File: src/rtl/lpm_pkg.sv
`default_nettype none

package lpm_pkg;

    // Number of control loops that hold metrics.
    localparam int LOOP_COUNT = 16;
    localparam int IDX_W      = (LOOP_COUNT > 1) ? $clog2(LOOP_COUNT) : 1;

    localparam int DATA_W = 32;          // Q16.16 input words
    localparam int PROD_W = 2 * DATA_W;  // full multiplier product
    localparam int ACC_W  = 48;          // Q32.16 integrals
    localparam int OVS_W  = 31;          // Q15.16 overshoot percent
    localparam int SQ_W   = 47;          // (|e|^2) >> 16 fits in 47 bits
    localparam int SQ_HI_W = SQ_W - DATA_W;

    // The overshoot dividend (|pv-sp| * 100 * 65536) is below 2^55.
    localparam int DIVIDEND_W = 55;
    localparam int DIV_STEPS  = OVS_W;
    localparam int CNT_W      = $clog2(DIV_STEPS);

    // 0.0001 in Q16.16 is 6.5536 raw, so the setpoint guard is raw >= 7.
    localparam logic [DATA_W-1:0] SP_MIN    = 32'd7;
    localparam logic [DATA_W-1:0] OVS_SCALE = 32'd6553600;

    typedef enum logic [1:0] {
        CMD_UPDATE = 2'd0,
        CMD_CLEAR  = 2'd1,
        CMD_READ   = 2'd2
    } cmd_t;

    typedef enum logic [3:0] {
        ST_IDLE,
        ST_LOAD,
        ST_MUL_A,
        ST_MUL_B,
        ST_MUL_C,
        ST_MUL_D,
        ST_MUL_E,
        ST_MUL_F,
        ST_SQ_ADD,
        ST_DIV,
        ST_OVS,
        ST_WRITE
    } state_t;

    typedef enum logic [2:0] {
        MUL_ABS,
        MUL_SQUARE,
        MUL_SQ_LO,
        MUL_SQ_HI,
        MUL_OVS
    } mul_op_t;

    typedef struct packed {
        logic [ACC_W-1:0] abs_sum;
        logic [ACC_W-1:0] sq_sum;
        logic [OVS_W-1:0] ovs;
    } metrics_t;

    // Sequencer to datapath.
    typedef struct packed {
        logic    accept;
        logic    load;
        logic    acc_abs;
        logic    latch_sq;
        logic    latch_lo;
        logic    form_term;
        logic    acc_sq;
        logic    div_init;
        logic    div_step;
        logic    ovs_upd;
        logic    write;
        mul_op_t mul_op;
    } ctl_t;

    // Datapath to sequencer.
    typedef struct packed {
        logic upd;
        logic ovs_ok;
        logic ovs_sat;
    } stat_t;

endpackage

`default_nettype wire

File: src/rtl/lpm_store.sv
`default_nettype none

module lpm_store (
    input  wire logic                      clk,
    input  wire logic                      rst_n,
    input  wire logic                      rd_en,
    input  wire logic [lpm_pkg::IDX_W-1:0] rd_addr,
    output lpm_pkg::metrics_t              rd_data,
    input  wire logic                      wr_en,
    input  wire logic [lpm_pkg::IDX_W-1:0] wr_addr,
    input  wire lpm_pkg::metrics_t         wr_data
);
    import lpm_pkg::*;

    metrics_t                mem [LOOP_COUNT];
    logic [LOOP_COUNT-1:0]   valid_reg;
    metrics_t                rd_data_reg;

    // An entry never written since reset reads as zero.
    always_ff @(posedge clk or negedge rst_n)
    begin
        if (!rst_n)
        begin
            valid_reg <= '0;
        end
        else if (wr_en)
        begin
            valid_reg[wr_addr] <= 1'b1;
        end
    end

    always_ff @(posedge clk)
    begin
        if (wr_en)
        begin
            mem[wr_addr] <= wr_data;
        end
    end

    always_ff @(posedge clk)
    begin
        if (rd_en)
        begin
            rd_data_reg <= valid_reg[rd_addr] ? mem[rd_addr] : '0;
        end
    end

    assign rd_data = rd_data_reg;

endmodule

`default_nettype wire

File: config.mk
export PLATFORM = sky130hd
export DESIGN_NAME = lpm_store
export DESIGN_NICKNAME = d
export VERILOG_FILES = /design/src/rtl/lpm_pkg.sv /design/src/rtl/lpm_store.sv
export SDC_FILE = /design/constraint.sdc
export NUM_CORES = 2
export LEC_CHECK = 0
export BUFFER_PORTS_ARGS = -buffer_cell sky130_fd_sc_hd__buf_2
export CAP_MARGIN = 10
export CORE_UTILIZATION = 60
export CTS_BUF_LIST = sky130_fd_sc_hd__clkbuf_4 sky130_fd_sc_hd__clkbuf_8
export DETAILED_ROUTE_END_ITERATION = 8
export PLACE_DENSITY = 0.85
export SLEW_MARGIN = 20
export SYNTH_ARGS = -nofsm -noshare
export SYNTH_HDL_FRONTEND = slang
export SYNTH_SLANG_ARGS = --single-unit
File: constraint.sdc
create_clock -name clk -period 2.2 [get_ports clk]
set_input_delay 0 -clock clk [delete_from_list [all_inputs] [get_ports clk]]
set_output_delay 0 -clock clk [all_outputs]
set_load 0.02 [all_outputs]
* Word level (Yosys, flattened, before mapping) *
Memory sizes are Yosys's and may differ from the RTL's. A register that Yosys moved wholly into a read port is not among the register bits.
Cells that the tools add are included.

storage, ports and cells
  input port bits = 139
  memories = 1
  RAM bits = 2032
  word-level logic and storage cells = 14
  register bits after elaboration = 16
  output and inout bits = 127

memory list
  name  words  bits a word  read ports  clocked after memory_dff  wr ports  RTL line         RTL
  mem   16     127          1           1                         1         lpm_store.sv:15  metrics_t mem [LOOP_COUNT];

operators by class
  bitwise operators = 1
  muxes and demuxes = 6
  order comparisons = 3
  reduce and logical (&&, ||, !) cells = 2

operator list
  operator                                                           count
  OR 16 bit                                                          1
  less-than comparator 4 x 5 -> 1 bit, second input constant         2
  binary-select mux 1 bit (select 4 bit)                             1
  demux 1 bit (select 4 bit)                                         1
  greater-or-equal comparator 4 x 1 -> 1 bit, second input constant  1
  two-way mux 1 bit                                                  4
  logical AND 1 bit                                                  1
  logical NOT 1 bit                                                  1

* Logic depth before layout (Yosys ltp) *
  depth after elaboration = 5
  mapped depth = 8
  gate-level depth less buffers = 4

* Least setup slack after synthesis *
No wires, ideal clock.

  path type = input-to-reg
  start = in wr_addr[2] (netlist bit)
  end = reg valid_reg[0]
  buffers on the path = 0
  setup time = 0.120 ns
  stages = 3
  arrival time = 9.940 ns
  data required time = 2.080 ns
  path slack = -7.860 ns
  path through = or3b_2 -> nor3_1 -> or2_2

on the way
  word-level cells in the longest chain between the ends = 5
  elaborated cells on any way between the ends = 6
  classes of those cells = order compare: 2; mux: 2; bitwise: 1; reduce/logical: 1

ends and longest elaborated chain
  item                                                                                                                     RTL line         RTL
  from (decl)                                                                                                              lpm_store.sv:10  input wire logic [lpm_pkg::IDX_W-1:0] wr_addr,
  less-than comparator 4 x 5 -> 1 bit (implied by the code) or greater-or-equal comparator 4 x 1 -> 1 bit (tied branches)  lpm_store.sv:28  valid_reg[wr_addr] <= 1'b1;
  logical AND 1 bit (implied by the code)                                                                                  lpm_store.sv:28
  two-way mux 1 bit (implied by the code)                                                                                  lpm_store.sv:28
  demux 1 bit (select 4 bit) (*)                                                                                           lpm_store.sv:28
  OR 16 bit (no line) (*)                                                                                                  --
  to (signal assigned)                                                                                                     lpm_store.sv:24  valid_reg <= '0;
  to (signal, indexed assignment)                                                                                          lpm_store.sv:28
  to (decl)                                                                                                                lpm_store.sv:16  logic [LOOP_COUNT-1:0] valid_reg;

Mark *: on every way between the ends. The rest lies on a longest branch, timed or not.
A chain may end at the register's enable or synchronous reset.

* Worst setup path in the final report *
  start = reg valid_reg[15]
  end = reg rd_data[98] (netlist name)

on the way
  word-level cells in the longest chain between the ends = 3

ends and longest elaborated chain
  item                                     RTL line         RTL
  binary-select mux 1 bit (select 4 bit)   lpm_store.sv:44  rd_data_reg <= valid_reg[rd_addr] ? mem[rd_addr] : '0;
  two-way mux 1 bit (implied by the code)  lpm_store.sv:44
  logical NOT 1 bit (no line)              --

No other way between the ends. The select of a mux whose other input is x is not followed.

==> results.json <==
{
  "status": "finished, final reports clean",
  "syn_area_per_cell_um2": 24.4,
  "post_dp_cell_area_um2": 86200,
  "synthCells": 3299,
  "power_density_nw_per_um2": 891,
  "synth.most_common_cell": "edfxtp_1",
  "die_area_um2": 136000,
  "core.rowCount": 133,
  "yosysWarnings": 0,
  "regToRegSetupSlack_ps": 100,
  "startpoint_type": "flop",
  "period_share_pct": 95.6,
  "largest_reg_flops": 2032,
  "post-dp-hpwl_um": 108000,
  "worstPathCellList": "mux4_2 -> mux2i_1 -> mux2_8 -> buf_4 -> a21oi_1",
  "io_pins": 266,
  "synth_common_cells": "edfxtp_1, mux4_2, a22oi_1, a21oi_1, buf_2",
  "end_kind": "flop",
  "dp.cells": 5328,
  "synthToLayoutAreaGrowth_pct": 18.2,
  "htreeDepth": 5,
  "clkTransAtPathRegs_ps": 70,
  "timing.final.crit_period_ps": 2100,
  "nets": 4322,
  "start_util_pct": 60.8,
  "min_from": "rd_en",
  "r2r-end": "rd_data[98]",
  "route.detailed.drc": 0,
  "grt_overflow_total": 0,
  "post_cts_buffers": 0,
  "grt_pass1_wl_um": 290000,
  "synthesis.area_um2": 80400,
  "whs_endpoint": "rd_data[2]",
  "max-slew-margin-rel_pct": 30.1,
  "hold_path.class": "in2reg",
  "drive_above_1_share_pct": 34.0,
  "dr.pass1.iters": 5,
  "critPathBufInv": 1,
  "worst-path-stages": 5,
  "synth_ff_type": "edfxtp_1",
  "synth-edff-count": 2159,
  "drtAntennaViolNets": 0,
  "antenna_found_initial": 23,
  "synthArstFlopShare_pct": 0.736,
  "cts-root-buf": "clkbuf_8",
  "path_class": "reg2reg",
  "cts_tree": "done",
  "cp_slowest_cell": "mux4_2",
  "synth-seq-cells": 2175,
  "insertion_delay_ps": 990,
  "setup_tns_ps": 0,
  "crit_family": "multiplexers",
  "avgViaCountPerCell": 6.64,
  "crit_required_ps": 2910,
  "setup_viol": 0,
  "yosysUniqueCellTypes": 22,
  "power_uw": 84700,
  "routed-via-count": 41000,
  "grt_max_degree": 82,
  "cts_sinks": 2175,
  "fin_skew_ps": 67.4,
  "port_buffers": 265,
  "cts_max_path_buffers": 4,
  "rsz0062_at_grt": "no",
  "arrival_ps": 2810,
  "grt_use_total_pct": 30.1,
  "netlist_top_cells_area": "edfxtp_1, mux4_2, a22oi_1",
  "yosys.area.top_type_share_pct": 80.6,
  "drt_wl_total_um": 201000,
  "post-synth-top-area-cell": "edfxtp_1",
  "vdd_drop_max_uv": 884,
  "tightestPinTransition_ps": 1050,
  "synthesis.nets": 3438,
  "stdcell_count": 6177,
  "reg2reg_depth": 5,
  "hold_violations": 0,
  "wl_per_cell_um": 32.6,
  "r2r-start": "valid_reg[15]",
  "leakagePower_uw": 0.0307,
  "utilization_pct": 71.9,
  "holdPathStages": 3,
  "maxSlewViolCount": 0,
  "place_congestion": 0.772,
  "grt_pass1_vias": 43500,
  "crit_fanout": 17,
  "yosysSeqAreaShare_pct": 81.1,
  "fmax_mhz": 475,
  "coreArea_um2": 132000,
  "drt_iter0_markers": 5985,
  "cts_made_buffers": 335,
  "fp.dieH_um": 368,
  "cap_violations": 0,
  "max_stage_delay_ps": 470,
  "final_area_um2": 95100,
  "fp.dieW_um": 368
}
[worst min-delay path, stage by stage]
cell,delay (ps)
dlygate4sd3_1,550
buf_6,200
buf_12,200
[cells by family after synthesis]
logic type / share of synthesized area (%)
flops: 81.1
buf+inv: 1.08
mux: 14.4
simple gates: 0.289
compound gates: 3.16
[what timing repair did]
item / CTS / global route
hold buffers: 273 / 0
resized for setup: 0 / 0
endpoints found under the hold margin: 3931 / 0
[how the worst max path moves through the flow]
stage	end	start
floorplan	mem[0][0]	wr_addr[2]
global placement	rd_data[98]	rd_addr[1]
detailed placement	rd_data[87]	rd_addr[1]
CTS	rd_data[13]	valid_reg[15]
global route	rd_data[18]	valid_reg[4]
finish	rd_data[98]	valid_reg[15]
[cells in the final DEF, fill, tap and decap left out]
cell,Yosys,final
clkinvlp_4,0,1
buf_12,0,115
mux4_2,512,512
clkinv_2,0,33
nor2b_4,0,2
nand3b_1,2,2
clkinv_1,0,74
or2_2,16,16
buf_8,0,2
a22oi_1,254,254
buf_4,4,79
nand2_1,1,1
bufinv_16,0,5
nand2b_4,0,2
or3b_4,0,1
mux2_8,0,1
nand3_4,0,1
mux2i_1,2,2
buf_2,95,262
diode_2,0,15
buf_6,5,1
dfrtp_1,16,16
clkbuf_8,0,344
nor3_4,0,4
edfxtp_1,2159,2159
inv_6,0,3
and2_4,0,1
a21oi_1,127,127
nor2_4,0,13
dlygate4sd3_1,0,273
clkbuf_4,0,101
[per-stage QoR]
step / setup slack [ps] / hold slack [ps]
finish: 96.2 / 156
global route: 63.9 / 112
CTS: 111 / 63.5
detailed placement: 121 / -68.6
global placement: 191 / -88.4
floorplan: -1770 / -296
[layout make-up]
| class | instances | area (um^2) |
|---|---|---|
| Multi-Input combinational cell | 939 | 14500 |
| Clock buffer | 445 | 5490 |
| Timing Repair Buffer | 732 | 6980 |
| Antenna cell | 15 | 37.5 |
| Sequential cell | 2175 | 65200 |
| Clock inverter | 116 | 627 |
| Fill cell | 6888 | 37200 |
| Tap cell | 1755 | 2200 |
[power by group]
group          internal [uW]  leakage (uW)  switching, uW
registers              46900        0.0198            492
clock network          16700       0.00327          14900
logic                   2350       0.00767           3410
total                  65900        0.0307          18800
[routing by layer]
layer	part of all wire, %	wire length (um)	track usage [%]	up-vias
met3	12	23200	6.63	507
met5	0.074	148	0	-
met2	51	103000	49.9	3108
li1	-	-	-	16200
met4	3.2	6380	11.1	24
met1	34	68700	39.6	21200
(Power assumes the default switching activity.)
