`config.mk`:
```
export PLATFORM = sky130hd
export DESIGN_NAME = lpm_ctrl
export DESIGN_NICKNAME = d
export VERILOG_FILES = /design/src/rtl/lpm_pkg.sv /design/src/rtl/lpm_ctrl.sv
export SDC_FILE = /design/constraint.sdc
export NUM_CORES = 1
export LEC_CHECK = 0
export ABC_CLOCK_PERIOD_IN_PS = 2250
export BUFFER_PORTS_ARGS = -buffer_cell sky130_fd_sc_hd__buf_4
export CAP_MARGIN = 25
export CORE_MARGIN = 2
export CORE_UTILIZATION = 45
export CTS_BUF_LIST = sky130_fd_sc_hd__clkbuf_4 sky130_fd_sc_hd__clkbuf_8
export DETAILED_ROUTE_END_ITERATION = 8
export PLACE_DENSITY_LB_ADDON = 0.08
export SLEW_MARGIN = 20
export SYNTH_ARGS = -nofsm -noshare
export SYNTH_HDL_FRONTEND = slang
export SYNTH_SLANG_ARGS = --single-unit
```
`constraint.sdc`:
```
create_clock -name clk -period 2.25 [get_ports clk]
set_clock_uncertainty 0.2 [all_clocks]
set_input_delay 0.45 -clock clk [delete_from_list [all_inputs] [get_ports clk]]
set_output_delay 0.45 -clock clk [all_outputs]
set_load 0.05 [all_outputs]
```
`src/rtl/lpm_pkg.sv`:
```
`default_nettype none

package lpm_pkg;

    // Number of control loops that hold metrics.
    localparam int LOOP_COUNT = 16;
    localparam int IDX_W      = (LOOP_COUNT > 1) ? $clog2(LOOP_COUNT) : 1;

    localparam int DATA_W = 32;          // Q16.16 input words
    localparam int PROD_W = 2 * DATA_W;  // full multiplier product
    localparam int ACC_W  = 48;          // Q32.16 integrals
    localparam int OVS_W  = 31;          // Q15.16 overshoot percent
    localparam int SQ_W   = 47;          // (|e|^2) >> 16 fits in 47 bits
    localparam int SQ_HI_W = SQ_W - DATA_W;

    // The overshoot dividend (|pv-sp| * 100 * 65536) is below 2^55.
    localparam int DIVIDEND_W = 55;
    localparam int DIV_STEPS  = OVS_W;
    localparam int CNT_W      = $clog2(DIV_STEPS);

    // 0.0001 in Q16.16 is 6.5536 raw, so the setpoint guard is raw >= 7.
    localparam logic [DATA_W-1:0] SP_MIN    = 32'd7;
    localparam logic [DATA_W-1:0] OVS_SCALE = 32'd6553600;

    typedef enum logic [1:0] {
        CMD_UPDATE = 2'd0,
        CMD_CLEAR  = 2'd1,
        CMD_READ   = 2'd2
    } cmd_t;

    typedef enum logic [3:0] {
        ST_IDLE,
        ST_LOAD,
        ST_MUL_A,
        ST_MUL_B,
        ST_MUL_C,
        ST_MUL_D,
        ST_MUL_E,
        ST_MUL_F,
        ST_SQ_ADD,
        ST_DIV,
        ST_OVS,
        ST_WRITE
    } state_t;

    typedef enum logic [2:0] {
        MUL_ABS,
        MUL_SQUARE,
        MUL_SQ_LO,
        MUL_SQ_HI,
        MUL_OVS
    } mul_op_t;

    typedef struct packed {
        logic [ACC_W-1:0] abs_sum;
        logic [ACC_W-1:0] sq_sum;
        logic [OVS_W-1:0] ovs;
    } metrics_t;

    // Sequencer to datapath.
    typedef struct packed {
        logic    accept;
        logic    load;
        logic    acc_abs;
        logic    latch_sq;
        logic    latch_lo;
        logic    form_term;
        logic    acc_sq;
        logic    div_init;
        logic    div_step;
        logic    ovs_upd;
        logic    write;
        mul_op_t mul_op;
    } ctl_t;

    // Datapath to sequencer.
    typedef struct packed {
        logic upd;
        logic ovs_ok;
        logic ovs_sat;
    } stat_t;

endpackage

`default_nettype wire

```
`src/rtl/lpm_ctrl.sv`:
```
`default_nettype none

module lpm_ctrl (
    input  wire logic           clk,
    input  wire logic           rst_n,
    input  wire logic           start,
    output logic                busy,
    input  wire lpm_pkg::stat_t stat,
    output lpm_pkg::ctl_t       ctl
);
    import lpm_pkg::*;

    state_t             state_reg;
    state_t             state_next;
    logic [CNT_W-1:0]   cnt_reg;
    logic [CNT_W-1:0]   cnt_next;
    logic               div_last;

    assign div_last = (cnt_reg == CNT_W'(DIV_STEPS - 1));

    always_ff @(posedge clk or negedge rst_n)
    begin
        if (!rst_n)
        begin
            state_reg <= ST_IDLE;
            cnt_reg   <= '0;
        end
        else
        begin
            state_reg <= state_next;
            cnt_reg   <= cnt_next;
        end
    end

    // Next state.
    always_comb
    begin
        state_next = state_reg;
        unique case (state_reg)
            ST_IDLE:   if (start) state_next = ST_LOAD;
            ST_LOAD:   state_next = stat.upd ? ST_MUL_A : ST_WRITE;
            ST_MUL_A:  state_next = ST_MUL_B;
            ST_MUL_B:  state_next = ST_MUL_C;
            ST_MUL_C:  state_next = ST_MUL_D;
            ST_MUL_D:  state_next = ST_MUL_E;
            ST_MUL_E:  state_next = ST_MUL_F;
            ST_MUL_F:  state_next = ST_SQ_ADD;
            ST_SQ_ADD:
            begin
                priority if (!stat.ovs_ok)
                    state_next = ST_WRITE;
                else if (stat.ovs_sat)
                    state_next = ST_OVS;
                else
                    state_next = ST_DIV;
            end
            ST_DIV:    if (div_last) state_next = ST_OVS;
            ST_OVS:    state_next = ST_WRITE;
            ST_WRITE:  state_next = ST_IDLE;
            default:   state_next = ST_IDLE;
        endcase
    end

    // Outputs.
    always_comb
    begin
        ctl      = '0;
        ctl.mul_op = MUL_ABS;
        cnt_next = cnt_reg;
        busy     = (state_reg != ST_IDLE);
        unique case (state_reg)
            ST_IDLE:   ctl.accept = start;
            ST_LOAD:   ctl.load = 1'b1;
            ST_MUL_A:  ctl.mul_op = MUL_ABS;
            ST_MUL_B:
            begin
                ctl.mul_op  = MUL_SQUARE;
                ctl.acc_abs = 1'b1;
            end
            ST_MUL_C:  ctl.latch_sq = 1'b1;
            ST_MUL_D:  ctl.mul_op = MUL_SQ_LO;
            ST_MUL_E:
            begin
                ctl.mul_op   = MUL_SQ_HI;
                ctl.latch_lo = 1'b1;
            end
            ST_MUL_F:
            begin
                ctl.mul_op    = MUL_OVS;
                ctl.form_term = 1'b1;
            end
            ST_SQ_ADD:
            begin
                ctl.acc_sq   = 1'b1;
                ctl.div_init = 1'b1;
                cnt_next     = '0;
            end
            ST_DIV:
            begin
                ctl.div_step = 1'b1;
                cnt_next     = cnt_reg + 1'b1;
            end
            ST_OVS:    ctl.ovs_upd = 1'b1;
            ST_WRITE:  ctl.write = 1'b1;
            default:   ctl = '0;
        endcase
    end

endmodule

`default_nettype wire

```
; ---- Yosys cells after proc, flatten, opt, wreduce, memory -nomap -nowiden
; Cells that the tools add are included.
[word_totals]
regBits = 9
out_inout_bits = 15
word_cells = 39
[classes]
add_sub_neg = 1
n_eq_ne = 14
mux = 18
reduce_logical = 4
[op_table]
columns = op, count
row1 = case mux 4 bit (11 select lines), 1
row2 = "== test 4 x 3 -> 1 bit, second input constant", 4
row3 = "== test 4 bit, second input constant", 4
row4 = 2-to-1 mux 4 bit, 3
row5 = case mux 3 bit (4 select lines), 1
row6 = case mux 5 bit (2 select lines), 1
row7 = 2-to-1 mux 1 bit, 9
row8 = "== test 4 x 2 -> 1 bit, second input constant", 2
row9 = 2-to-1 mux 2 bit, 3
row10 = "adder 5 x 1 -> 5 bit, second input constant", 1
row11 = "== test 5 bit, second input constant", 1
row12 = "== test 4 x 1 -> 1 bit, second input constant", 1
row13 = zero test 4 bit, 1
row14 = "!= test 2 bit, second input constant", 2
row15 = nonzero test 4 bit, 1
row16 = AND reduction 2 bit, 1
row17 = nonzero test 2 bit, 1

; ---- Depth between registers and ports, before layout
; Gate-level depths: netlist of run 1.
[logic_depth]
ltp_word = 3
ltp_mapped = 6

; ---- Worst setup path after synthesis of run 1
; OpenSTA, ideal clock, no wires.
[synth_path]
path_type = reg-to-output
startpoint = register state_reg[1]
endpoint = output ctl[13] (netlist bit)
t_arrival_ns = 2.034
t_required_ns = 1.600
setup_slack_ns = -0.434
path_stages_with_launch = 4
cell_sequence = dfrtp_1 buf_2 or4_2 nor2_1
[synth_rtl]
columns = item, line
row1 = "start, declared", lpm_ctrl.sv:13  ; state_t state_reg;
row2 = "start signal, assigned", lpm_ctrl.sv:30  ; state_reg <= state_next;
row3 = "end, declared", lpm_ctrl.sv:9  ; output lpm_pkg::ctl_t ctl

==> results.md, run 1 <==
Outcome:
- The flow ran to the end, but the final reports show violations.
- The checks that failed: negative setup slack.

Floorplan:
- The placeable core region is 1270 sq um.
- In this run the horizontal extent of the chip is 40.4 microns.
- The floorplan step defined a die boundary enclosing 1630 sq um.
- The number of ports placed on the die boundary is 21.
- For this configuration, the core starts out at a cell density of 47.0%.
- The floorplan step set the die height to 40.4 microns.
- The number of rows created at floorplan is 13.

Synthesis:
- The area fraction of the dominant cell type after synthesis is 37.7%.
- The total number of yosys warnings is 0.
- The net count after synthesis is 82.
- The post-synthesis average cell area is 8.07 sq um.
- Of all cell types, the one taking the most synthesized area is dfrtp_1.
- Synthesis inferred 9 register bits.
- Yosys mapped the design onto 28 distinct sky130hd cell types.
- Ranked by total cell area, the synthesized netlist is headed by dfrtp_1 (38%), xor2_1 (5.9%), nor2_1 (5.7%).
- The part of the Yosys area used for sequential elements is 37.7%.
- The synthesized netlist cell count is 74.
- Summing every instance area after synthesis gives 597 sq um.

STA:
- The share of the clock period used by the worst path after layout is 100%.
- Based on the critical path, the design can be clocked at up to 0.443 GHz.
- On the final layout, the worst hold slack is 0.291 ns.
- The count of pins over their slew limit is 0.
- The worst slew slack as a fraction of its limit is 82.7%.
- The slew at the pin with the worst max-slew slack is 0.259 ns.
- The final worst setup slack is -0.00535 ns.
- The hold violation count in the final report is 0.
- Setup violations remaining at the end of the flow were counted as 1.
- The total negative slack for setup checks is -0.00535 ns.
- Setup repair after global routing could not meet its margin everywhere.
- The shortest period the worst path allows is 2.26 ns.

Global routing:
- The first global-routing pass estimated 2110 microns of wire.
- The initial antenna violation count is 0.
- The remaining global-route overflow is 0.
- The overall global routing resource usage is 20.1%.
- The largest net degree at the start of global routing is 11.
- The number of global-route vias before repair is 477.

Finish:
- The final-layout fill cell count is 107.
- The net total in the final layout is 112.
- The fraction of layout cells with a size suffix above 1 is 41.7%.
- The finished layout cell area is 910 sq um.
- At the end of the flow the core is filled with cells to 71.7%.
- The antenna diode instance count is 0.
- Once layout is complete, the cells apart from fillers number 118.
- The flip-flop count of the largest register, all copies and words added is 5.
- The layout overhead on the synthesized area is 52.4%.

Clock tree:
- The number of buffers on the longest clock path is 2.
- TritonCTS built the clock tree.
- For the worst-skew pair, the clock arrives at the later sink with an insertion delay of 0.26 ns.
- In this run the number of H-tree levels came out at 1.
- After clock tree synthesis, the clock-pin slew on the worst setup and hold paths is 0.07 ns.
- The tree built by TritonCTS fans out to 9 sinks.
- The clock buffer count from CTS is 3.
- The clock root buffer is clkbuf_4.

Critical path:
- On the worst path, the slowest cell contributes a delay of 0.51 ns.
- The kind of critical path is flip-flop to output pin.
- The arrival time reported for the critical path endpoint is 1.61 ns.
- The data required time at the worst endpoint is 1.60 ns.
- The sort of element at the end of the critical path is an output pin.
- The startpoint type of the worst setup path is a flip-flop.
- Traced cell by cell, the critical path runs through buf_6, or4_4, nor2_4, buf_8.
- The cell type of the slowest stage on the worst timing path is or4_4.
- Along the worst path, the maximum fanout reaches 4.

Placed design:
- After detailed placement, the total cell area comes to 773 sq um.
- Counting tap cells, the placed design contains a total of 107 instances.
- Prior to clock tree synthesis, the placed netlist has a worst setup slack of 0.146 ns.
- The congestion estimate from routability-driven global placement came to 0.812.
- The HPWL after detailed placement is 1020 microns.
- During placement, the flow inserted port buffers numbering 20.

Pwr:
- Total power for the finished layout comes to 1.40 mW.
- The total power divided by cell area is 1540 nW/um^2.
- The cell leakage power is 0.447 nW.
- Across the VDD grid, the largest voltage drop is 857 uV.

Detailed routing:
- The overall routed net length is 1550 microns.
- The number of vias in the routed layout is 610.
- The pre-antenna-repair detailed-routing pass consisted of 4 iterations.
- Dividing the detail-routed wire length by the instance count gives 13.1 microns.
- The first routing iteration left 16 violations.
- In the routed layout, each cell is associated on average with a via count of 5.17.
- After detailed routing, the number of remaining DRC violations is 0.
- The number of antenna-violating nets in the routed design is 0.

Flow run:
- The max-capacitance violation count is 0.

Worst hold path:
- The tightest min-delay check is of the input port to flip-flop type.
Yosys cell counts (all sizes together):
cell type and count:
dfrtp 9, nor2 9, nand2 8, a21oi 5, o21ai 5, inv 4, xor2 4, buf 3
clkbuf 3, nor3 3, a2bb2oi 2, ha 2, nand2b 2, nand3 2, o22ai 2, a211o 1
a31oi 1, and3 1, nand4 1, nor2b 1, o211a 1, o31ai 1, or2 1, or2b 1
or3b 1, or4 1
routing by layer:
layer / up-vias / wire [microns] / share of wire (%) / global-route usage (%)
met1: 278 / 712 / 46 / 26.4
met4: 0 / 0 / 0 / 7.50
met2: 17 / 773 / 50 / 31.3
met5: - / 0 / 0 / 0
li1: 315 / - / - / -
met3: 0 / 60 / 3.9 / 5.00
report_power, final:
part / leakage (nW) / switching [mW] / total, mW / internal [mW]
Combinational: 0.313 / 0.589 / 0.974 / 0.384
Clock: 0.0184 / 0.0610 / 0.142 / 0.0806
Sequential: 0.116 / 0.0688 / 0.287 / 0.218
worst max-delay path, delay by kind of cell (launching register included):
family | cells | cell delay (ns)
buffers and inverters | 2 | 0.29
DFF | 1 | 0.43
and+or+nand+nor | 2 | 0.62
worst paths after layout:
kind / end / slack [ns] / depth (start not counted) / startpoint
worst max register to register: state_reg[0] / 0.56 / 4 / state_reg[3]
max in group asynchronous: state_reg[1] / 1.35 / 2 / rst_n
worst min register to register: cnt_reg[4] / 0.35 / 2 / cnt_reg[4]
worst min-delay path: state_reg[0] / 0.29 / 4 / stat[2]
worst max-delay path: ctl[13] / -0.005 / 4 / state_reg[2]
min in group asynchronous: cnt_reg[4] / 0.34 / 2 / rst_n
layout by cell type (no fill, tap or decap), types with 2 or more instances in the layout:
cell / instances
o22ai_1: 2
ha_1: 2
xor2_1: 4
inv_1: 3
nand3_1: 2
a2bb2oi_1: 2
a21oi_1: 5
buf_8: 2
buf_4: 24
nor3_2: 2
nor2_1: 7
nand2_1: 8
dfrtp_1: 8
buf_6: 4
nand2b_1: 2
o21ai_0: 5
clkbuf_4: 4
kinds of logic after synthesis:
logic type	share of synthesized area, %
flops	37.7
xor+xnor	5.87
fa+ha+maj	4.19
compound gates	18.9
buf+inv	7.96
simple gates	25.4
cell type report:
cell class / count / area, sq um / share of cell area [%]
Clock buffer: 4 / 30.0 / 3.30
Inverter: 4 / 17.5 / 1.93
Multi-Input combinational cell: 55 / 352 / 38.7
Sequential cell: 9 / 226 / 24.9
Tap cell: 15 / 18.8 / 2.06
Timing Repair Buffer: 31 / 265 / 29.2
timing repair:
action / CTS / global route
pin swaps: 0 / 2
endpoints found under the setup margin: 5 / 7
hold buffers: 1 / 0
resized for setup: 7 / 9
buffers inserted: 5 / 1
hold endpoints to repair: 9 / 0
(Power assumes the default switching activity.)
==> run 2, diff against run 1 <==
--- a/config.mk
+++ b/config.mk
@@ -10,9 +10,10 @@
 export CAP_MARGIN = 25
 export CORE_MARGIN = 2
 export CORE_UTILIZATION = 45
-export CTS_BUF_LIST = sky130_fd_sc_hd__clkbuf_4 sky130_fd_sc_hd__clkbuf_8
+export CTS_BUF_LIST = sky130_fd_sc_hd__clkbuf_8
 export DETAILED_ROUTE_END_ITERATION = 8
 export PLACE_DENSITY_LB_ADDON = 0.08
+export RECOVER_POWER = 100
 export SLEW_MARGIN = 20
 export SYNTH_ARGS = -nofsm -noshare
 export SYNTH_HDL_FRONTEND = slang
==> results.md, run 2 (synthesis gave the netlist of run 1 again) <==
Floorplan:
- The chip width was 40.4 microns (unchanged).
- The number of ports placed on the die boundary is 21 (unchanged).
- The starting density of the core is 47.0% (unchanged).
- The number of rows created at floorplan is 13 (unchanged).
- The overall die area is 1630 sq um (unchanged).
- The chip height is 40.4 microns (unchanged).
- The placeable core region is 1270 sq um (unchanged).

Detailed routing:
- The violation count after the first detailed-routing iteration is 19 (+3).
- The number of vias in the routed layout came to 607 (-0.49%).
- The overall routed net length came to 1420 microns (-8.3%).
- The post-route DRC violation count is 0 (unchanged).
- The number of antenna-violating nets in the routed design is 0 (unchanged).
- The detailed-routing iteration count for the pre-antenna-repair pass is 4 (unchanged).
- The mean routed wirelength per cell was 12.7 microns (-3.4%).
- The ratio of routed vias to standard cells is 5.42 (+4.8%).

Clock tree:
- The latest clock arrival within the worst-skew pair is 0.23 ns (-0.03 ns).
- The clock buffer count from CTS was 3 (unchanged).
- The number of clock sinks is 9 (unchanged).
- The number of H-tree branching levels is 1 (unchanged).
- The number of buffers inserted by post-CTS setup repair is 0 (-5).
- The number of buffers on the longest clock path is 2 (unchanged).
- The TritonCTS clock tree is done.
- The register clock-pin slew on the reported worst setup and hold paths is 0.05 ns (-0.02 ns).
- The root buffer cell chosen for the clock tree is clkbuf_8.

STA:
- The final worst setup slack is 0.0564 ns (+0.0618 ns).
- The shortest period the worst path allows was 2.19 ns (-0.0618 ns).
- The total negative slack for setup checks is 0 ns (+0.00535 ns).
- The slew at the pin with the worst max-slew slack is 0.520 ns (+0.261 ns).
- The peak clock frequency supported by timing is 0.456 GHz (+2.8%).
- The worst slew slack as a fraction of its limit was 65.3% (-17 points).
- The share of the clock period used by the worst path after layout is 97.5% (-2.7 points).
- The worst hold margin was 0.323 ns (+0.0321 ns).
- The hold violation count in the final report is 0 (unchanged).
- The total of endpoints with negative setup slack in the final report is 0 (-1).
- The count of pins over their slew limit is 0 (unchanged).

Critical path:
- The maximum single-stage delay on the critical path is 0.44 ns (-0.07 ns).
- The number of buffers and inverters on the critical path was 3 (+1).
- The worst setup path is of the flip-flop to output pin kind.
- The arrival time reported for the critical path endpoint was 1.54 ns (-0.07 ns).
- The worst-path maximum fanout is 6 (+2).
- The data required time at the worst endpoint is 1.60 ns (about the same).
- The sort of element at the end of the critical path is an output pin.
- The startpoint type of the worst setup path is a flip-flop.
- The largest individual stage delay along the critical path comes from the cell dfrtp_2.
- The largest delay contributor family on the critical path is simple AND/OR/NAND/NOR gates.
- The signal on the critical path passes through buf_6, or2b_1, or2_4, inv_2, buf_8.

Global routing:
- The wire length of the first global-routing pass is 2080 microns (-1.3%).
- The overall global routing resource usage is 19.3% (-0.80 points).
- The remaining global-route overflow is 0 (unchanged).
- The number of global-route vias before repair was 482 (+1.0%).
- The initial antenna violation count came to 0 (unchanged).
- The largest net degree at the start of global routing is 11 (unchanged).

Finish:
- The net total in the final layout is 106 (-5.4%).
- The fraction of layout cells with a size suffix above 1 came to 36.1% (-5.7 points).
- In the layout the commonest cells are buf_4 (20), nand2_1 (8), nor2_1 (7), dfrtp_1 (7).
- Leaving out fill and tap cells, the most frequent cell in the layout is buf_4.
- The flip-flop count of the largest register, all copies and words added is 5 (unchanged).
- The final-layout fill cell count was 109 (+1.9%).
- The layout overhead on the synthesized area is 42.3%.
- The post-layout instance count excluding filler cells is 112 (-5.1%).
- The final core utilization is 67.0% (-4.7 points).
- The antenna diode instance count is 0 (unchanged).

Placed design:
- The placer congestion estimate is 0.812 (unchanged).
- The number of input and output port buffers inserted came to 20 (unchanged).
- The number of placed cells counting well taps is 107 (unchanged).
- The HPWL after detailed placement is 1020 microns (unchanged).
- The setup slack at placement came to 0.146 ns (unchanged).

Outcome:
- The run finished with clean final reports.

Pwr:
- The cell leakage power is 0.417 nW (-6.7%).
- The total power divided by cell area is 1570 nW/um^2 (+1.9%).
- The maximum ir drop on the vdd rail is 764 uV (-11%).

Flow run:
- The max-capacitance violation count is 0 (unchanged).

Worst hold path:
- The path category of the worst min-delay check is input port to flip-flop.
## run 2: metrics by stage
step | power (mW) | instance area (sq um)
global route | 1.42 | 850
finish | 1.33 | 850
CTS | 1.32 | 842
detailed placement | 1.11 | 773
global placement | 1.11 | 773
floorplan | 0.886 | 607
## run 2: path summary, 6_finish.rpt
path,start,to,slack [ns],depth (start not counted)
hold / removal,stat[2],state_reg[0],0.32,4
hold reg to reg,cnt_reg[1],cnt_reg[1],0.34,2
min in group asynchronous,rst_n,cnt_reg[4],0.50,2
max in group asynchronous,rst_n,state_reg[1],0.97,2
setup reg to reg,state_reg[2],state_reg[0],0.59,6
setup / recovery,state_reg[2],ctl[5],0.06,5
## run 2: power breakdown
group	switching, mW	total (mW)	internal, mW	leakage [nW]
logic	0.543	0.851	0.307	0.276
registers	0.0780	0.298	0.220	0.115
clock network	0.0663	0.185	0.119	0.0269
total	0.688	1.33	0.647	0.417
## run 2: final cells by class
cell class	count	area (sq um)	area share (%)
multi-input cells	55	342	40.2
flip-flops and latches	9	228	26.8
repair buffers	25	201	23.7
clock buffers	3	41.3	4.86
well taps	15	18.8	2.21
inverters	4	15.0	1.77
clock inverters	1	3.75	0.442
## run 2: worst reg2reg max path, stage by stage (launching register included)
cell and delay (ns):
dfrtp_2 0.44, buf_6 0.14, or2b_1 0.24, or2_4 0.26, inv_2 0.09, a2bb2oi_1 0.07, a31oi_1 0.15
## run 2: what timing repair did
| item | 4_1_cts | 5_1_grt |
|---|---|---|
| resized for setup | 6 | 4 |
| endpoints found under the hold margin | 9 | 0 |
| hold buffers | 1 | 0 |
| endpoints found under the setup margin | 3 | 3 |
## run 2: routing by layer
layer  GRT usage [%]  vias up  part of all wire [%]
met5               0        -                     0
met4            7.50        0                   1.3
met3            3.33        3                   4.7
met2            31.3       22                    49
met1            25.0      284                    45
li1                -      298                     -
