<file path="config.mk">
export PLATFORM = sky130hd
export DESIGN_NAME = lpm_dpath
export DESIGN_NICKNAME = d
export VERILOG_FILES = /design/src/rtl/lpm_pkg.sv /design/src/rtl/lpm_mult.sv /design/src/rtl/lpm_dpath.sv
export SDC_FILE = /design/constraint.sdc
export NUM_CORES = 2
export LEC_CHECK = 0
export ABC_CLOCK_PERIOD_IN_PS = 17500
export BUFFER_PORTS_ARGS = -buffer_cell sky130_fd_sc_hd__buf_2
export CORE_ASPECT_RATIO = 1.75
export CORE_MARGIN = 5
export CORE_UTILIZATION = 60
export CTS_CLUSTER_SIZE = 30
export DETAILED_ROUTE_END_ITERATION = 7
export PLACE_DENSITY_LB_ADDON = 0.25
export SYNTH_ARGS = -nofsm -noshare
export SYNTH_HDL_FRONTEND = slang
export SYNTH_SLANG_ARGS = --single-unit
</file>
<file path="constraint.sdc">
create_clock -name clk -period 17.5 [get_ports clk]
set_input_delay 0.875 -clock clk [delete_from_list [all_inputs] [get_ports clk]]
set_output_delay 0.875 -clock clk [all_outputs]
set_load 0.05 [all_outputs]
</file>
<file path="src/rtl/lpm_pkg.sv">
`default_nettype none

package lpm_pkg;

    // Number of control loops that hold metrics.
    localparam int LOOP_COUNT = 16;
    localparam int IDX_W      = (LOOP_COUNT > 1) ? $clog2(LOOP_COUNT) : 1;

    localparam int DATA_W = 32;          // Q16.16 input words
    localparam int PROD_W = 2 * DATA_W;  // full multiplier product
    localparam int ACC_W  = 48;          // Q32.16 integrals
    localparam int OVS_W  = 31;          // Q15.16 overshoot percent
    localparam int SQ_W   = 47;          // (|e|^2) >> 16 fits in 47 bits
    localparam int SQ_HI_W = SQ_W - DATA_W;

    // The overshoot dividend (|pv-sp| * 100 * 65536) is below 2^55.
    localparam int DIVIDEND_W = 55;
    localparam int DIV_STEPS  = OVS_W;
    localparam int CNT_W      = $clog2(DIV_STEPS);

    // 0.0001 in Q16.16 is 6.5536 raw, so the setpoint guard is raw >= 7.
    localparam logic [DATA_W-1:0] SP_MIN    = 32'd7;
    localparam logic [DATA_W-1:0] OVS_SCALE = 32'd6553600;

    typedef enum logic [1:0] {
        CMD_UPDATE = 2'd0,
        CMD_CLEAR  = 2'd1,
        CMD_READ   = 2'd2
    } cmd_t;

    typedef enum logic [3:0] {
        ST_IDLE,
        ST_LOAD,
        ST_MUL_A,
        ST_MUL_B,
        ST_MUL_C,
        ST_MUL_D,
        ST_MUL_E,
        ST_MUL_F,
        ST_SQ_ADD,
        ST_DIV,
        ST_OVS,
        ST_WRITE
    } state_t;

    typedef enum logic [2:0] {
        MUL_ABS,
        MUL_SQUARE,
        MUL_SQ_LO,
        MUL_SQ_HI,
        MUL_OVS
    } mul_op_t;

    typedef struct packed {
        logic [ACC_W-1:0] abs_sum;
        logic [ACC_W-1:0] sq_sum;
        logic [OVS_W-1:0] ovs;
    } metrics_t;

    // Sequencer to datapath.
    typedef struct packed {
        logic    accept;
        logic    load;
        logic    acc_abs;
        logic    latch_sq;
        logic    latch_lo;
        logic    form_term;
        logic    acc_sq;
        logic    div_init;
        logic    div_step;
        logic    ovs_upd;
        logic    write;
        mul_op_t mul_op;
    } ctl_t;

    // Datapath to sequencer.
    typedef struct packed {
        logic upd;
        logic ovs_ok;
        logic ovs_sat;
    } stat_t;

endpackage

`default_nettype wire

</file>
<file path="src/rtl/lpm_mult.sv">
`default_nettype none

module lpm_mult (
    input  wire logic                       clk,
    input  wire logic [lpm_pkg::DATA_W-1:0] a,
    input  wire logic [lpm_pkg::DATA_W-1:0] b,
    output logic      [lpm_pkg::PROD_W-1:0] p
);
    import lpm_pkg::*;

    logic [PROD_W-1:0] p_reg;

    // Unsigned 32x32 product, registered.
    always_ff @(posedge clk)
    begin
        p_reg <= PROD_W'(a) * PROD_W'(b);
    end

    assign p = p_reg;

endmodule

`default_nettype wire

</file>
<file path="src/rtl/lpm_dpath.sv">
`default_nettype none

module lpm_dpath (
    input  wire logic                              clk,
    input  wire logic                              rst_n,
    input  wire lpm_pkg::ctl_t                     ctl,
    output lpm_pkg::stat_t                         stat,
    input  wire logic [1:0]                        command,
    input  wire logic [3:0]                        loop_index,
    input  wire logic signed [lpm_pkg::DATA_W-1:0] measured,
    input  wire logic signed [lpm_pkg::DATA_W-1:0] target,
    input  wire logic signed [lpm_pkg::DATA_W-1:0] deviation,
    input  wire logic [lpm_pkg::DATA_W-1:0]        step_time,
    input  wire lpm_pkg::metrics_t                 rd_data,
    output logic                                   wr_en,
    output logic [lpm_pkg::IDX_W-1:0]              wr_addr,
    output lpm_pkg::metrics_t                      wr_data,
    output logic                                   done,
    output logic [3:0]                             loop_echo,
    output logic [lpm_pkg::ACC_W-1:0]              abs_error_integral,
    output logic [lpm_pkg::ACC_W-1:0]              squared_error_integral,
    output logic [lpm_pkg::OVS_W-1:0]              peak_overshoot
);
    import lpm_pkg::*;

    // Latched transaction.
    logic [1:0]          cmd_reg;
    logic [3:0]          idx_reg;
    logic [DATA_W-1:0]   meas_reg;
    logic [DATA_W-1:0]   targ_reg;
    logic [DATA_W-1:0]   dev_reg;
    logic [DATA_W-1:0]   dt_reg;

    // Operands prepared in the load step.
    logic [DATA_W-1:0]   emag_reg;
    logic [DATA_W-1:0]   tmag_reg;
    logic [DATA_W-1:0]   nmag_reg;
    logic                ovs_ok_reg;

    metrics_t            acc_reg;
    logic [SQ_W-1:0]     sq_reg;
    logic [PROD_W-1:0]   lo_reg;
    logic [ACC_W-1:0]    term_reg;

    logic [DATA_W-1:0]   rem_reg;
    logic [OVS_W-1:0]    dlo_reg;
    logic [OVS_W-1:0]    quo_reg;

    logic                done_reg;
    logic [3:0]          echo_reg;
    metrics_t            res_reg;

    logic                in_range;
    logic [DATA_W-1:0]   emag_next;
    logic [DATA_W-1:0]   tmag_next;
    logic signed [DATA_W:0] diff_next;
    logic [DATA_W-1:0]   nmag_next;
    logic                ovs_ok_next;

    logic [DATA_W-1:0]   mul_a;
    logic [DATA_W-1:0]   mul_b;
    logic [PROD_W-1:0]   prod;

    logic [ACC_W:0]      abs_sum_next;
    logic [ACC_W:0]      sq_sum_next;
    logic [PROD_W+SQ_HI_W:0] sq_full;
    logic [DATA_W:0]     rem_shift;
    logic                rem_ge;
    logic [DATA_W-1:0]   rem_next;

    assign in_range = (32'(idx_reg) < LOOP_COUNT);

    assign emag_next = dev_reg[DATA_W-1]  ? (~dev_reg + 1'b1)  : dev_reg;
    assign tmag_next = targ_reg[DATA_W-1] ? (~targ_reg + 1'b1) : targ_reg;
    assign diff_next = $signed({meas_reg[DATA_W-1], meas_reg})
                     - $signed({targ_reg[DATA_W-1], targ_reg});
    assign nmag_next = diff_next[DATA_W] ? DATA_W'(-diff_next) : diff_next[DATA_W-1:0];
    // Overshoot counts only when the error has the setpoint's sign.
    assign ovs_ok_next = (tmag_next >= SP_MIN) && (diff_next != '0)
                       && (diff_next[DATA_W] == targ_reg[DATA_W-1]);

    always_comb
    begin
        unique case (ctl.mul_op)
            MUL_ABS:
            begin
                mul_a = emag_reg;
                mul_b = dt_reg;
            end
            MUL_SQUARE:
            begin
                mul_a = emag_reg;
                mul_b = emag_reg;
            end
            MUL_SQ_LO:
            begin
                mul_a = sq_reg[DATA_W-1:0];
                mul_b = dt_reg;
            end
            MUL_SQ_HI:
            begin
                mul_a = DATA_W'(sq_reg[SQ_W-1:DATA_W]);
                mul_b = dt_reg;
            end
            MUL_OVS:
            begin
                mul_a = nmag_reg;
                mul_b = OVS_SCALE;
            end
            default:
            begin
                mul_a = '0;
                mul_b = '0;
            end
        endcase
    end

    lpm_mult u_mult (
        .clk (clk),
        .a   (mul_a),
        .b   (mul_b),
        .p   (prod)
    );

    // The absolute-error product is below 2^63, so its Q32.16 term fits 48 bits.
    assign abs_sum_next = {1'b0, acc_reg.abs_sum} + {1'b0, prod[PROD_W-2:16]};
    assign sq_sum_next  = {1'b0, acc_reg.sq_sum} + {1'b0, term_reg};
    // Recombine the split square-times-dt product.
    assign sq_full = (PROD_W+SQ_HI_W+1)'(lo_reg)
                   + {prod[SQ_HI_W+DATA_W-1:0], {DATA_W{1'b0}}};

    assign rem_shift = {rem_reg, dlo_reg[OVS_W-1]};
    assign rem_ge    = (rem_shift >= {1'b0, tmag_reg});
    assign rem_next  = rem_ge ? DATA_W'(rem_shift - {1'b0, tmag_reg}) : rem_shift[DATA_W-1:0];

    always_comb
    begin
        stat.upd     = in_range && (cmd_reg == CMD_UPDATE);
        stat.ovs_ok  = ovs_ok_reg;
        // A quotient of 2^31 or more saturates.
        stat.ovs_sat = (DATA_W'(prod[DIVIDEND_W-1:OVS_W]) >= tmag_reg);
    end

    always_ff @(posedge clk)
    begin
        if (ctl.accept)
        begin
            cmd_reg  <= command;
            idx_reg  <= loop_index;
            meas_reg <= measured;
            targ_reg <= target;
            dev_reg  <= deviation;
            dt_reg   <= step_time;
        end
        if (ctl.load)
        begin
            emag_reg   <= emag_next;
            tmag_reg   <= tmag_next;
            nmag_reg   <= nmag_next;
            ovs_ok_reg <= ovs_ok_next;
            if (!in_range || (cmd_reg == CMD_CLEAR))
                acc_reg <= '0;
            else
                acc_reg <= rd_data;
        end
        if (ctl.acc_abs)
        begin
            acc_reg.abs_sum <= abs_sum_next[ACC_W] ? '1 : abs_sum_next[ACC_W-1:0];
        end
        if (ctl.latch_sq)
        begin
            sq_reg <= prod[SQ_W+15:16];
        end
        if (ctl.latch_lo)
        begin
            lo_reg <= prod;
        end
        if (ctl.form_term)
        begin
            term_reg <= (|sq_full[PROD_W+SQ_HI_W:ACC_W+16]) ? '1 : sq_full[ACC_W+15:16];
        end
        if (ctl.acc_sq)
        begin
            acc_reg.sq_sum <= sq_sum_next[ACC_W] ? '1 : sq_sum_next[ACC_W-1:0];
        end
        if (ctl.div_init)
        begin
            rem_reg <= DATA_W'(prod[DIVIDEND_W-1:OVS_W]);
            dlo_reg <= prod[OVS_W-1:0];
            quo_reg <= '1;
        end
        if (ctl.div_step)
        begin
            rem_reg <= rem_next;
            dlo_reg <= {dlo_reg[OVS_W-2:0], 1'b0};
            quo_reg <= {quo_reg[OVS_W-2:0], rem_ge};
        end
        if (ctl.ovs_upd && (quo_reg > acc_reg.ovs))
        begin
            acc_reg.ovs <= quo_reg;
        end
        if (ctl.write)
        begin
            echo_reg <= idx_reg;
            res_reg  <= acc_reg;
        end
    end

    always_ff @(posedge clk or negedge rst_n)
    begin
        if (!rst_n)
            done_reg <= 1'b0;
        else
            done_reg <= ctl.write;
    end

    assign wr_en   = ctl.write && in_range;
    assign wr_addr = IDX_W'(idx_reg);
    assign wr_data = acc_reg;

    assign done                   = done_reg;
    assign loop_echo              = echo_reg;
    assign abs_error_integral     = res_reg.abs_sum;
    assign squared_error_integral = res_reg.sq_sum;
    assign peak_overshoot         = res_reg.ovs;

endmodule

`default_nettype wire

</file>
# After elaboration in Yosys (flattened, before gate mapping)
# Index checks and enable logic that the tools add are counted.
[totals] out_inout_bits=267 wordCells=80 ff_bits=807 in_bits=277
[op_classes] n_bitwise=2 eq_ne=6 n_reduce_logical=13 n_mul=1 muxes=19 add_sub_neg=8 n_lt_le_gt_ge=4
[op_table] operator="$mux W127" count=2
[op_table] operator="$mux W48" count=4
[op_table] operator="$mux W31" count=6
[op_table] operator="$mux W32" count=5
[op_table] operator="$pmux W32 S4" count=1
[op_table] operator="$pmux W32 S3" count=1
[op_table] operator="$add A64 B79 Y80" count=1
[op_table] operator="$add A32 B1 Y32 const B" count=2
[op_table] operator="$mul A32 B32 Y64" count=1
[op_table] operator="$not A32 Y32" count=2
[op_table] operator="$add A48 B47 Y49" count=1
[op_table] operator="$add A48 B48 Y49" count=1
[op_table] operator="$ge A33 B32 Y1" count=1
[op_table] operator="$reduce_bool A33 Y1" count=1
[op_table] operator="$sub A32 B32 Y33" count=1
[op_table] operator="$ge A24 B32 Y1" count=1
[op_table] operator="$ge A32 B3 Y1 const B" count=1
[op_table] operator="$neg A32 Y32" count=1
[op_table] operator="$sub A32 B32 Y32" count=1
[op_table] operator="$gt A31 B31 Y1" count=1
[op_table] operator="$reduce_or A16 Y1" count=1
[op_table] operator="$reduce_bool A2 Y1" count=4
[op_table] operator="$eq A3 B2 Y1 const B" count=2
[op_table] operator="$eq A3 B1 Y1 const B" count=1
[op_table] operator="8 further kinds" count=10

# Logic depth before layout (Yosys ltp)
[depth] ltp_word=6 depth_mapped=36 mapped_depth_nobuf=31

# Hierarchy
# From an unflattened synthesis, not the netlist that was laid out.
[hier_totals] cells_unflattened=7383 hier_area_um2=75167.1
[by_module_without_submodules] module="lpm_dpath" n_inst=1 area_each_um2=40697.8 seq_area_each_um2=21815.9 cells_per_inst=3641
[by_module_without_submodules] module="lpm_mult" n_inst=1 area_each_um2=34469.3 seq_area_each_um2=1281.2 cells_per_inst=3742

# Worst setup path before layout
# OpenSTA, ideal clock, no wires.
[synth_path] path_kind="input to register" startpoint="input ctl[1] (netlist name)" endpoint="register u_mult.p_reg[62] (netlist: u_mult.p[62])" path_buffers=5 path_slack_ns=8.049 stages=30 required_ns=17.362 setup_time_ns=0.138 arrival_time_ns=9.313 path_cell_list="clkbuf_1 > nand2b_1 > nor2b_1 > clkbuf_1 > buf_1 > a22oi_1 > clkbuf_1 > nor2_1 > fa_1 > fa_1 > fa_1 > inv_1 > fa_1 > inv_1 > fa_1 > inv_1 > fa_1 > inv_1 > fa_1 > fa_1 > ha_1 > and3_1 > clkbuf_1 > nand2_1 > o41ai_1 > a21oi_1 > o31ai_1 > a21oi_1 > o311ai_0 > xor2_1"
[synth_via] elab_chain_cells=4 word_cells_on_any_way=10 cone_classes="mul: 1; eq/ne: 4; mux: 2; reduce/logical: 3"
[synth_lines] item="start: declaration" line_no="lpm_dpath.sv:6" rtl="input wire lpm_pkg::ctl_t ctl,"
[synth_lines] item="$eq A3 B2 Y1 (tied with other cells)" line_no="lpm_dpath.sv:84" rtl="unique case (ctl.mul_op)"
[synth_lines] item="$reduce_or A3 Y1 (no source line) / $reduce_or A2 Y1 (equally long branches)"
[synth_lines] item="$pmux W32 S3 / $pmux W32 S4 (equally long branches)" line_no="lpm_dpath.sv:84"
[synth_lines] item="$mul A32 B32 Y64 (*)" line_no="lpm_mult.sv:16" rtl="p_reg <= PROD_W'(a) * PROD_W'(b);"
[synth_lines] item="end signal: assignment" line_no="lpm_mult.sv:16"
[synth_lines] item="end: declaration" line_no="lpm_mult.sv:11" rtl="logic [PROD_W-1:0] p_reg;"
# Mark *: on every way between the ends. The rest lies on a longest branch, timed or not.
# A chain may end at the register's enable or synchronous reset.

# Worst setup path after layout
[layout_path] startpoint="input ctl[2] (netlist name)" endpoint="register u_mult.p_reg[59] (netlist: u_mult.p[59])"
# Same word-level chain as after synthesis.

==> key figures <==
Clock network
  • Clock-pin slew on the worst setup and hold paths: about 0.060 ns
  • CTS sink cnt: about 800
  • Post_cts resized: 0
  • H-tree depth: 3
  • Num CTS Buffers: 76
  • Clock Latency Late Sink: approximately 0.7 ns
  • Clk buf depth: 3
  • CTS root buffer: clkbuf_16
  • CTS tree: done

Min path
  • Hold EP: cmd_reg[1]
  • Beginning of the worst hold path: command[1]
  • Hold Crit Class: primary input to flop
  • Worst hold stages: 1

Drt
  • Max layer used: met5
  • DR vias: about 60000
  • # DRC: 0
  • Detailed-route wire length: between 200 and 300 mm
  • Wire per inst: ~29 um
  • Met1 Wirelength: ~82 mm
  • Drt pass-1 iters: 8
  • WL met3: ~24 mm
  • First-iteration detailed-routing DRC count: between 5000 and 6000
  • Routed length on met2: 133 mm
  • Vias/cell: 6.25
  • Antenna Nets Post-Route: 0

Critical path
  • CP required: ~18 ns
  • FF-to-FF path depth: 27
  • Delay-heaviest family, CP: adder cells
  • Critical Path Max Stage Delay: about 0.85 ns
  • Critical Path AT: roughly 11 ns
  • Crit Path Category: primary input to flop
  • Reg2reg start: emag_reg[11]
  • R2r setup slk: 8.12 ns
  • Max FO, Critical Path: 41
  • Endpoint class of the critical path: flop
  • Startpoint types: primary input
  • Crit-path most repeated cell: fa_1
  • Slowest-stage cell, CP: fa_1
  • Crit path depth: 25
  • Crit Reg-Reg Endpoint: u_mult.p[56]
  • Critical path buffers and inverters: 4

Layout
  • Share of the core filled with cells: 66.5%
  • Fraction of layout cells with a size suffix above 1: between 10% and 20%
  • Register area: 23100 um^2
  • Max reg flops: approximately 130
  • Fin nets: ~9500
  • Design area: just over 80000 um^2
  • Layout filler cell count: 9830
  • Layout area overhead: 10.1%
  • Area occupied by multi-input gates: between 40000 and 50000 um^2
  • Non-filler cells, final: approximately 9600

Power
  • Net Sw Power: just over 8 mW
  • VDD IR max: ~0.27 mV
  • Flop pwr share: 20.1%
  • Comb power frac: 68.6%
  • Switching fraction of total power: between 50% and 60%
  • Leakage: roughly 37 nW
  • Internal Power: ~7.4 mW
  • Clock power frac: 11.3%
  • Design Power: 15.6 mW
  • PwrDens: 191 nW/um^2

Global routing
  • Initial antenna violation count: 23
  • Total gr overflow: 0
  • Largest net degree at the start of global routing: a little over 80
  • GRT Util Overall: approximately 41%
  • First-pass GRT wire length: 393 mm
  • Vias in the first global route: just over 60000

Flow run
  • Max cap viols: 0

Floorplanning
  • Chip height: roughly 480 um
  • Core area: approximately 120000 um^2
  • Initial Utilization: 60.4%
  • IO Pins: between 500 and 600
  • Die width: 276 um
  • Die area: approximately 130000 um^2
  • Placement Rows: 170

Status
  • Status: complete, no violations

Yosys
  • Syn. warnings: 0
  • Post-Synthesis Net Count: roughly 9000
  • Number of synthesized flops with an enable pin: 725
  • Synthesized flop and latch total: around 790
  • Synth unique cells: 96
  • Mapped Area: approximately 74000 um^2
  • Post-synthesis area per instance: between 9 and 10 um^2
  • Fraction of registers with async set/reset: less than 1%
  • Main flop type after synthesis: edfxtp_1
  • Seq/Total Area, Yosys: 31.1%
  • Synth Instances: 7434

STA
  • Slew Limit Fails: 0
  • Relative slew margins: a little under an eighth
  • Fin crit period: ~11 ns
  • Fin Hold WS: 0.333 ns
  • Setup ws final: around 6.9 ns
  • Clk_skew: between 0.06 and 0.07 ns
  • RSZ-0062 raised after global routing: false
  • Maximum clock rate: ~94 MHz
  • Slew of the pin with the lowest slew margin: ~1.3 ns
  • Final setup viols: 0
  • Tcrit/Tclk final: 60.5%
  • Final hold violations: 0
  • Setup TNS: 0 ns

Placed design
  • Port Buf Inserts: about 540
  • Pre-CTS setup slack: roughly 6.8 ns
  • Placer Congestion: approximately 1.1
  • Hpwl dp: 214 mm
  • Placed Instances: roughly 9400
  • Placed cell area: between 70000 and 80000 um^2
==> power by group through the flow <==
stage	Clock (mW)	Sequential, mW	Combinational (mW)
after floorplan	0	3.33	6.74
after CTS	1.78	3.12	10.4
after detailed placement	0	3.15	10.4
after global routing	1.86	3.15	11.5
final	1.77	3.14	10.7
after global placement	0	3.16	10.2
==> logic make-up after synthesis <==
family	Yosys count	synth area share, %
AO/OA/AOI/OAI	1382	12.1
XOR/XNOR	315	3.73
adder cells (fa/ha/maj)	1413	33.0
buffers and inverters	1457	7.43
flip-flops	791	31.1
multiplexers	60	0.813
AND/OR/NAND/NOR	2016	11.8
==> Yosys cell counts (all sizes together), types with 17 or more instances <==
cell / instances / area [um^2]
o21a: 23 / 173
o211ai: 24 / 180
o22ai: 23 / 144
xor2: 107 / 945
and3: 36 / 225
clkbuf: 321 / 1200
xnor2: 208 / 1820
mux2i: 58 / 581
nand3: 97 / 485
nor2: 820 / 3080
a31oi: 32 / 206
a22o: 55 / 482
nor3: 51 / 265
a22oi: 62 / 465
nand4: 64 / 400
o21ai: 173 / 866
dfxtp: 65 / 1300
fa: 901 / 18000
or2: 17 / 106
buf: 47 / 218
edfxtp: 725 / 21800
o21bai: 41 / 308
inv: 1087 / 4080
nand3b: 26 / 195
and2: 19 / 119
a211oi: 26 / 200
nor2b: 58 / 363
or3: 17 / 106
nand2b: 44 / 275
nand2: 707 / 2660
o22a: 18 / 158
a21oi: 538 / 2690
ha: 512 / 6410
o31ai: 34 / 280
or4: 17 / 143
a21o: 200 / 1500
==> worst max-delay path by stage <==
stage | start | slack (ns) | to
after detailed placement | ctl[2] | 6.76 | u_mult.p[59]
after global routing | ctl[2] | 6.65 | u_mult.p[59]
after floorplan | ctl[1] | 8.05 | u_mult.p[62]
final | ctl[2] | 6.91 | u_mult.p[59]
after global placement | ctl[2] | 6.93 | u_mult.p[63]
after CTS | ctl[2] | 7.49 | u_mult.p[59]
==> layout make-up <==
cell class | instances | share of cell area [%]
sequential | 791 | 28.3
antenna | 17 | 0.0521
inverter | 1089 | 5.01
tap | 1634 | 2.50
timing repair buffer | 698 | 4.78
clock buffer | 87 | 2.40
multi-input combinational | 5186 | 56.1
clock inverter | 49 | 0.855
==> worst reg2reg max path: cells and delay by family, from the launching register on <==
kind	cells	cell delay (ns)
fa+ha+maj	9	3.95
xor+xnor	1	0.13
simple gates	6	0.94
flops	1	0.62
buf+inv	3	0.47
compound gates	8	3.21
==> timing repair <==
| action | in CTS | in global routing |
|---|---|---|
| setup buffers | 0 | 0 |
| hold buffers | 1 | 0 |
| endpoints found under the hold margin | 1 | 0 |
==> layout by cell type (no fill, tap or decap), types with 18 or more instances in the layout <==
| cell type | Yosys | final |
|---|---|---|
| and3_1 | 36 | 36 |
| o21bai_1 | 41 | 41 |
| o21a_1 | 23 | 23 |
| nand2b_1 | 44 | 43 |
| nor2b_1 | 58 | 54 |
| xnor2_1 | 208 | 208 |
| a21oi_1 | 538 | 526 |
| nand3_1 | 97 | 97 |
| a211oi_1 | 25 | 25 |
| ha_1 | 512 | 512 |
| xor2_1 | 106 | 106 |
| nand2_1 | 706 | 706 |
| nand4_1 | 64 | 64 |
| dfxtp_1 | 65 | 65 |
| inv_1 | 1086 | 1086 |
| o21ai_0 | 165 | 165 |
| buf_4 | 4 | 156 |
| a22o_1 | 55 | 52 |
| mux2i_1 | 58 | 58 |
| buf_2 | 21 | 539 |
| nand3b_1 | 26 | 26 |
| a31oi_1 | 31 | 31 |
| a22oi_1 | 62 | 57 |
| and2_1 | 19 | 18 |
| nor2_1 | 820 | 819 |
| fa_1 | 901 | 901 |
| o211ai_1 | 24 | 24 |
| clkbuf_16 | 0 | 76 |
| a21o_1 | 200 | 200 |
| o31ai_1 | 29 | 29 |
| edfxtp_1 | 725 | 725 |
| nor3_1 | 49 | 49 |
==> routing by layer <==
layer / vias to the layer above / track usage (%)
met2: 3444 / 70.8
met3: 1280 / 9.57
met1: 29406 / 41.5
li1: 25529 / -
met5: - / 0
met4: 12 / 37.5
No activity file was read; power rests on OpenSTA's default activity.
